<file path="src/rtl/ext_pfx_pkg.sv">
package ext_pfx_pkg;

    // Field widths
    localparam int KIND_W   = 3;
    localparam int SLOT_W   = 13;
    localparam int DISP_W   = 8;
    localparam int IMM6_W   = 6;
    localparam int DATA_W   = 32;
    localparam int SIZE_W   = 3;
    localparam int ERR_W    = 2;
    localparam int SCALED_W = IMM6_W + SIZE_W;

    // Item kinds
    localparam logic [KIND_W-1:0] KIND_PREFIX = 3'd0;
    localparam logic [KIND_W-1:0] KIND_IMM6   = 3'd1;
    localparam logic [KIND_W-1:0] KIND_SIGN6  = 3'd2;
    localparam logic [KIND_W-1:0] KIND_REG    = 3'd3;
    localparam logic [KIND_W-1:0] KIND_SP     = 3'd4;
    localparam logic [KIND_W-1:0] KIND_THREE  = 3'd5;
    localparam logic [KIND_W-1:0] KIND_PC     = 3'd6;

    // Error codes
    localparam logic [ERR_W-1:0] ERR_OK        = 2'd0;
    localparam logic [ERR_W-1:0] ERR_NO_PREFIX = 2'd1;
    localparam logic [ERR_W-1:0] ERR_OVERFLOW  = 2'd2;

    // Input beat
    typedef struct packed {
        logic [KIND_W-1:0] kind;
        logic [SLOT_W-1:0] prefix_imm;
        logic [DISP_W-1:0] short_imm;
        logic [DATA_W-1:0] base_value;
        logic [SIZE_W-1:0] access_size;
    } t_in;

    // Result beat
    typedef struct packed {
        logic [DATA_W-1:0] value;
        logic [ERR_W-1:0]  error;
    } t_out;

    // Extension slot state
    typedef struct packed {
        logic [SLOT_W-1:0] first_prefix;
        logic              first_valid;
        logic [SLOT_W-1:0] second_prefix;
        logic              second_valid;
    } t_slots;

endpackage

</file>
<file path="src/rtl/ext_pfx_slots.sv">
module ext_pfx_slots (
    input  logic                          i_clk,
    input  logic                          i_rst_n,
    input  logic                          i_fire,
    input  logic [ext_pfx_pkg::KIND_W-1:0] i_kind,
    input  logic [ext_pfx_pkg::SLOT_W-1:0] i_prefix_imm,
    output ext_pfx_pkg::t_slots           o_slots
);
    import ext_pfx_pkg::*;

    t_slots r_slots;
    t_slots n_slots;

    // Prefix fills the first free slot; a consuming kind empties both
    always_comb begin
        n_slots = r_slots;
        if (i_fire) begin
            unique case (i_kind)
                KIND_PREFIX: begin
                    if (!r_slots.first_valid) begin
                        n_slots.first_prefix = i_prefix_imm;
                        n_slots.first_valid  = 1'b1;
                    end else if (!r_slots.second_valid) begin
                        n_slots.second_prefix = i_prefix_imm;
                        n_slots.second_valid  = 1'b1;
                    end
                end
                KIND_IMM6, KIND_SIGN6, KIND_REG, KIND_SP, KIND_THREE, KIND_PC: begin
                    n_slots.first_valid  = 1'b0;
                    n_slots.second_valid = 1'b0;
                end
                default: begin
                    n_slots = r_slots;
                end
            endcase
        end
    end

    always_ff @(posedge i_clk) begin
        if (!i_rst_n) begin
            r_slots <= '0;
        end else begin
            r_slots <= n_slots;
        end
    end

    assign o_slots = r_slots;

endmodule

</file>
<file path="src/rtl/ext_pfx_calc.sv">
module ext_pfx_calc (
    input  ext_pfx_pkg::t_in    i_item,
    input  ext_pfx_pkg::t_slots i_slots,
    output ext_pfx_pkg::t_out   o_result
);
    import ext_pfx_pkg::*;

    logic                held2;
    logic                held1;
    logic [IMM6_W-1:0]   w_i6;
    logic [SLOT_W-1:0]   w_p1;
    logic [SLOT_W-1:0]   w_p2;
    logic [DISP_W-1:0]   w_s8;
    logic [DATA_W-1:0]   w_wide6;
    logic [DATA_W-1:0]   w_wide0;
    logic [DATA_W-1:0]   w_sign6;
    logic [DATA_W-1:0]   w_pc_off;
    logic [SCALED_W-1:0] w_scaled;
    logic [DATA_W-1:0]   w_addend;
    logic [DATA_W-1:0]   w_sum;

    assign held2 = i_slots.second_valid;
    assign held1 = i_slots.first_valid && !i_slots.second_valid;
    assign w_i6  = i_item.short_imm[IMM6_W-1:0];
    assign w_p1  = i_slots.first_prefix;
    assign w_p2  = i_slots.second_prefix;
    assign w_s8  = i_item.short_imm;

    // Own bits under the held prefixes, first prefix on top
    always_comb begin
        if (held2) begin
            w_wide6  = {w_p1, w_p2, w_i6};
            w_wide0  = {6'd0, w_p1, w_p2};
            w_sign6  = {w_p1, w_p2, w_i6};
            w_pc_off = {w_p1[SLOT_W-1:3], w_p2, w_s8, 1'b0};
        end else if (held1) begin
            w_wide6  = {13'd0, w_p1, w_i6};
            w_wide0  = {19'd0, w_p1};
            w_sign6  = {{13{w_p1[SLOT_W-1]}}, w_p1, w_i6};
            w_pc_off = {{10{w_p1[SLOT_W-1]}}, w_p1, w_s8, 1'b0};
        end else begin
            w_wide6  = {26'd0, w_i6};
            w_wide0  = '0;
            w_sign6  = {{26{w_i6[IMM6_W-1]}}, w_i6};
            w_pc_off = {{23{w_s8[DISP_W-1]}}, w_s8, 1'b0};
        end
    end

    // Unscaled-by-prefix stack offset: i6 times access size
    assign w_scaled = {{SIZE_W{1'b0}}, w_i6} * {{IMM6_W{1'b0}}, i_item.access_size};

    // Addend for the shared base adder
    always_comb begin
        unique case (i_item.kind)
            KIND_REG: w_addend = w_wide0;
            KIND_SP: begin
                if (held2 || held1) begin
                    w_addend = w_wide6;
                end else begin
                    w_addend = {{(DATA_W-SCALED_W){1'b0}}, w_scaled};
                end
            end
            KIND_PC:  w_addend = w_pc_off;
            default:  w_addend = '0;
        endcase
    end

    assign w_sum = i_item.base_value + w_addend;

    // Result select and error flags
    always_comb begin
        o_result.value = '0;
        o_result.error = ERR_OK;
        unique case (i_item.kind)
            KIND_PREFIX: begin
                if (i_slots.first_valid && i_slots.second_valid) begin
                    o_result.error = ERR_OVERFLOW;
                end
            end
            KIND_IMM6:  o_result.value = w_wide6;
            KIND_SIGN6: o_result.value = w_sign6;
            KIND_REG, KIND_SP, KIND_PC: o_result.value = w_sum;
            KIND_THREE: begin
                if (held2 || held1) begin
                    o_result.value = w_wide0;
                end else begin
                    o_result.error = ERR_NO_PREFIX;
                end
            end
            default: begin
                o_result.value = '0;
            end
        endcase
    end

endmodule

</file>
<file path="src/rtl/ext_prefix_immediate_extender.sv">
// Immediate extension unit: takes one beat per clock while o_stall is low, and
// returns exactly one result beat per input beat, in order (one input register,
// then the result register). The prefix slots are read and updated as a beat
// moves from the input register to the result register, so a prefix beat affects
// the very next beat behind it. With o_valid held by downstream stall, the input
// side keeps taking one more beat and then stalls.
module ext_prefix_immediate_extender (
    input  logic              i_clk,
    input  logic              i_rst_n,
    input  logic              i_valid,
    output logic              o_stall,
    input  ext_pfx_pkg::t_in  i_data,
    output logic              o_valid,
    input  logic              i_stall,
    output ext_pfx_pkg::t_out o_data
);
    import ext_pfx_pkg::*;

    logic   r_in_valid;
    t_in    r_in;
    logic   r_out_valid;
    t_out   r_out;
    logic   w_out_free;
    logic   w_advance;
    t_slots w_slots;
    t_out   w_result;

    // Pipeline flow control
    assign w_out_free = !r_out_valid || !i_stall;
    assign w_advance  = r_in_valid && w_out_free;
    assign o_stall    = r_in_valid && !w_out_free;

    always_ff @(posedge i_clk) begin
        if (!i_rst_n) begin
            r_in_valid  <= 1'b0;
            r_out_valid <= 1'b0;
        end else begin
            if (!o_stall) begin
                r_in_valid <= i_valid;
            end
            if (w_out_free) begin
                r_out_valid <= r_in_valid;
            end
        end
    end

    // Payload registers
    always_ff @(posedge i_clk) begin
        if (!o_stall && i_valid) begin
            r_in <= i_data;
        end
        if (w_advance) begin
            r_out <= w_result;
        end
    end

    ext_pfx_slots u_slots (
        .i_clk        (i_clk),
        .i_rst_n      (i_rst_n),
        .i_fire       (w_advance),
        .i_kind       (r_in.kind),
        .i_prefix_imm (r_in.prefix_imm),
        .o_slots      (w_slots)
    );

    ext_pfx_calc u_calc (
        .i_item   (r_in),
        .i_slots  (w_slots),
        .o_result (w_result)
    );

    assign o_valid = r_out_valid;
    assign o_data  = r_out;

endmodule

</file>
<file path="config.mk">
export PLATFORM = sky130hd
export DESIGN_NAME = ext_prefix_immediate_extender
export DESIGN_NICKNAME = d
export VERILOG_FILES = /design/src/rtl/ext_pfx_pkg.sv /design/src/rtl/ext_pfx_slots.sv /design/src/rtl/ext_pfx_calc.sv /design/src/rtl/ext_prefix_immediate_extender.sv
export SDC_FILE = /design/constraint.sdc
export NUM_CORES = 1
export LEC_CHECK = 0
export BUFFER_PORTS_ARGS = -buffer_cell sky130_fd_sc_hd__buf_2
export CORE_UTILIZATION = 55
export DETAILED_ROUTE_END_ITERATION = 16
export PLACE_DENSITY = 0.74
export SYNTH_ARGS = -nofsm -noshare
export SYNTH_HDL_FRONTEND = slang
export SYNTH_SLANG_ARGS = --single-unit
</file>
<file path="constraint.sdc">
create_clock -name i_clk -period 13.22 [get_ports i_clk]
set_clock_uncertainty 0.05 [all_clocks]
set_input_delay 0.661 -clock i_clk [delete_from_list [all_inputs] [get_ports i_clk]]
set_output_delay 0.661 -clock i_clk [all_outputs]
set_load 0.005 [all_outputs]
</file>
==> qor.yml <==
cts_resized: 0
crit_chain: "nand2_1 -> fa_1 -> inv_1 -> ha_1 -> a21o_1 -> a21oi_1 -> xnor2_1 -> nor2_1 -> a21oi_1 -> o21ai_0 -> a22o_1 -> ha_1 -> and3_1 -> a221o_1 -> a311oi_2 -> o21ai_2 -> o311a_1 -> o21a_1 -> o32ai_1"
die_h_um: 122
cp-end-kind: "flop"
die_w_um: 122
cts_hold_buffers: 0
slew_headroom_pct: 37.0
hold_end: "r_in[43]"
power_density_nw_per_um2: 116
final.period_utilization_pct: 39.4
place_hpwl_um: 16200
crit_required_ns: 13.40
fillers: 1212
clk_path_buf_depth: 2
synth_flop_cell: "edfxtp_1"
ys_seq_area_share_pct: 42.8
portBuffers: 98
cts_setup_buffers: 0
cts_tree: "done"
multi_input_area_um2: 4260
cts_inserted_buffers: 17
post_route_cells_drive_above_1_share_pct: 15.9
cp_slowest_cell: "fa_1"
fin_crit_ns: 5.21
start_kind: "flop"
ir_drop_mv: 0.137
cts.sink_count: 123
whs_path_depth: 1
route.detailed.drc: 0
row_count: 43
place_ws_ns: 8.08
grt-ovfl-total: 0
place.gp.congestion: 0.989
clock_latency_ns: 0.42
met2WireLength_um: 9510
yosys_warnings: 0
drv_slew: 0
io_pins: 99
drt_wl_total_um: 22500
synthToLayoutAreaGrowth_pct: 14.9
r2r_end: "o_data[32]"
synth-edff-count: 93
critical_path_class: "reg -> reg"
viasPerCell: 6.39
grt_antenna_before_repair: 1
grt_pass1_vias: 6543
crit_path_max_incr_delay_ns: 0.55
setup_tns_ns: 0
worst_slack_ns: 8.01
cp.arrival_ns: 5.39
drtPass1Iterations: 7
initial_core_util_pct: 56.7
final_cell_mix: "nand2_1, buf_2, edfxtp_1"
hp-class: "in -> reg"
grt_max_degree: 52
seqCellArea_um2: 3390
mostFrequentLayoutCell: "nand2_1"
ant_nets: 0
dr.first_iter.drc_count: 1213
fp.dieArea_um2: 14900
met3_wirelength_um: 2340
clock.fmax_mhz: 192
worst_pin_slew_ns: 0.944
fin_nets: 1047
num_vias: 7234
design.core.area_um2: 14000
reg2regPathDepth: 19
grt_first_pass_wirelength_um: 35200
wl_met1_um: 10000
diodes: 0
yosysUniqueCellTypes: 68
synthArstFlopShare_pct: 0
power_w: 0.00106
hold_start: "i_data[43]"
hold_viol_final: 0
power_leakage_nw: 3.63
grt_usage_pct: 31.6
top_layer: "met5"
ys_ff_latch: 123
r2r_start: "r_in[38]"
netlist_area_um2: 7940
drv_cap: 0
setup_viol: 0
syn_nets: 970
wl_per_cell_um: 19.8
rsz0062_at_grt: "false"
status: "finished, final reports clean"
synth_area_per_cell_um2: 9.21
syn_inst: 862
final_core_util_pct: 65.2
cts.htree.levels: 4
crit_fanout: 7
clock_tree.root_cell: "clkbuf_16"
clkTransAtPathRegs_ns: 0.06
ff2ff_setup_slack_ns: 8.01
## state kept, by name, summed over array words and instances (netlist names)
register         count
o_data              34
o_valid              1
r_in_valid           1
u_slots.o_slots     28
r_in                59
## cells in the mapped netlist (all sizes together) (9+ instances only)
| library cell | number | area, µm² |
|---|---|---|
| mux2i | 22 | 220 |
| a21oi | 90 | 450 |
| nor3 | 12 | 60.1 |
| clkbuf | 45 | 180 |
| a21o | 16 | 123 |
| inv | 22 | 82.6 |
| and3 | 11 | 70.1 |
| xnor2 | 16 | 140 |
| nor2b | 24 | 150 |
| a22oi | 9 | 67.6 |
| nand2b | 10 | 62.6 |
| nand2 | 110 | 413 |
| dfxtp | 30 | 601 |
| o21ai | 67 | 339 |
| o221ai | 9 | 78.8 |
| xor2 | 12 | 105 |
| nor2 | 66 | 248 |
| nand3 | 20 | 100 |
| a21boi | 15 | 113 |
| ha | 39 | 488 |
| a221oi | 10 | 87.6 |
| edfxtp | 93 | 2790 |
## per-stage QoR
stage	instances	hold slack [ns]	cell area [µm²]
2_1_floorplan	862	0.393	7940
3_3_place_gp	1100	0.408	8530
3_5_place_dp	1100	0.417	8530
4_1_cts	1132	0.348	9120
5_1_grt	1132	0.344	9120
6_report	1132	0.361	9120
## area by class of cell
class | instances | share of cell area (%)
Clock buffer | 23 | 5.61
Inverter | 22 | 0.906
Multi-Input combinational cell | 667 | 46.7
Tap cell | 180 | 2.47
Sequential cell | 123 | 37.2
Timing Repair Buffer | 108 | 6.20
Clock inverter | 9 | 0.878
## cell families (layout without fill, tap and decap cells)
group | after synthesis | count (layout) | synth area share [%]
compound gates | 292 | 292 | 23.9
buf+inv | 72 | 162 | 3.64
fa+ha+maj | 45 | 45 | 7.66
xor+xnor | 28 | 28 | 3.09
simple gates | 279 | 279 | 16.1
flops | 123 | 123 | 42.8
mux | 23 | 23 | 2.92
## per-layer routing
layer / track usage, % / vias up
met5: 0 / -
met4: 10.3 / 2
met3: 7.58 / 68
met2: 46.0 / 427
met1: 46.0 / 3360
li1: - / 3377
## worst max-delay path by stage
| stage | startpoint | to | depth (start not counted) | slack [ns] |
|---|---|---|---|---|
| final | r_in[38] | o_data[32] | 19 | 8.01 |
| after global routing | r_in[37] | o_data[20] | 20 | 7.57 |
| after CTS | r_in[37] | o_data[29] | 20 | 8.06 |
| after detailed placement | r_in[37] | o_data[29] | 20 | 8.08 |
| after global placement | r_in[37] | o_data[29] | 19 | 8.12 |
| after floorplan | r_in[37] | o_data[29] | 19 | 8.61 |
## worst max-delay path: cells and delay by family (launching register included)
family	cells	cell delay, ns
and+or+nand+nor	3	0.37
DFF	1	0.50
adders and majority gates	3	1.20
xor gates and xnor gates	1	0.17
AOI/OAI and AO/OA	11	2.65
buffers and inverters	1	0.06
## where the power goes
| part | total [W] | leakage (nW) | internal (W) | switching [W] |
|---|---|---|---|---|
| registers | 0.000451 | 1.14 | 0.000438 | 0.0000125 |
| logic | 0.000146 | 2.18 | 0.0000575 | 0.0000885 |
| clock network | 0.000462 | 0.298 | 0.000292 | 0.000170 |
| total | 0.00106 | 3.63 | 0.000788 | 0.000271 |
(Power assumes the default switching activity.)
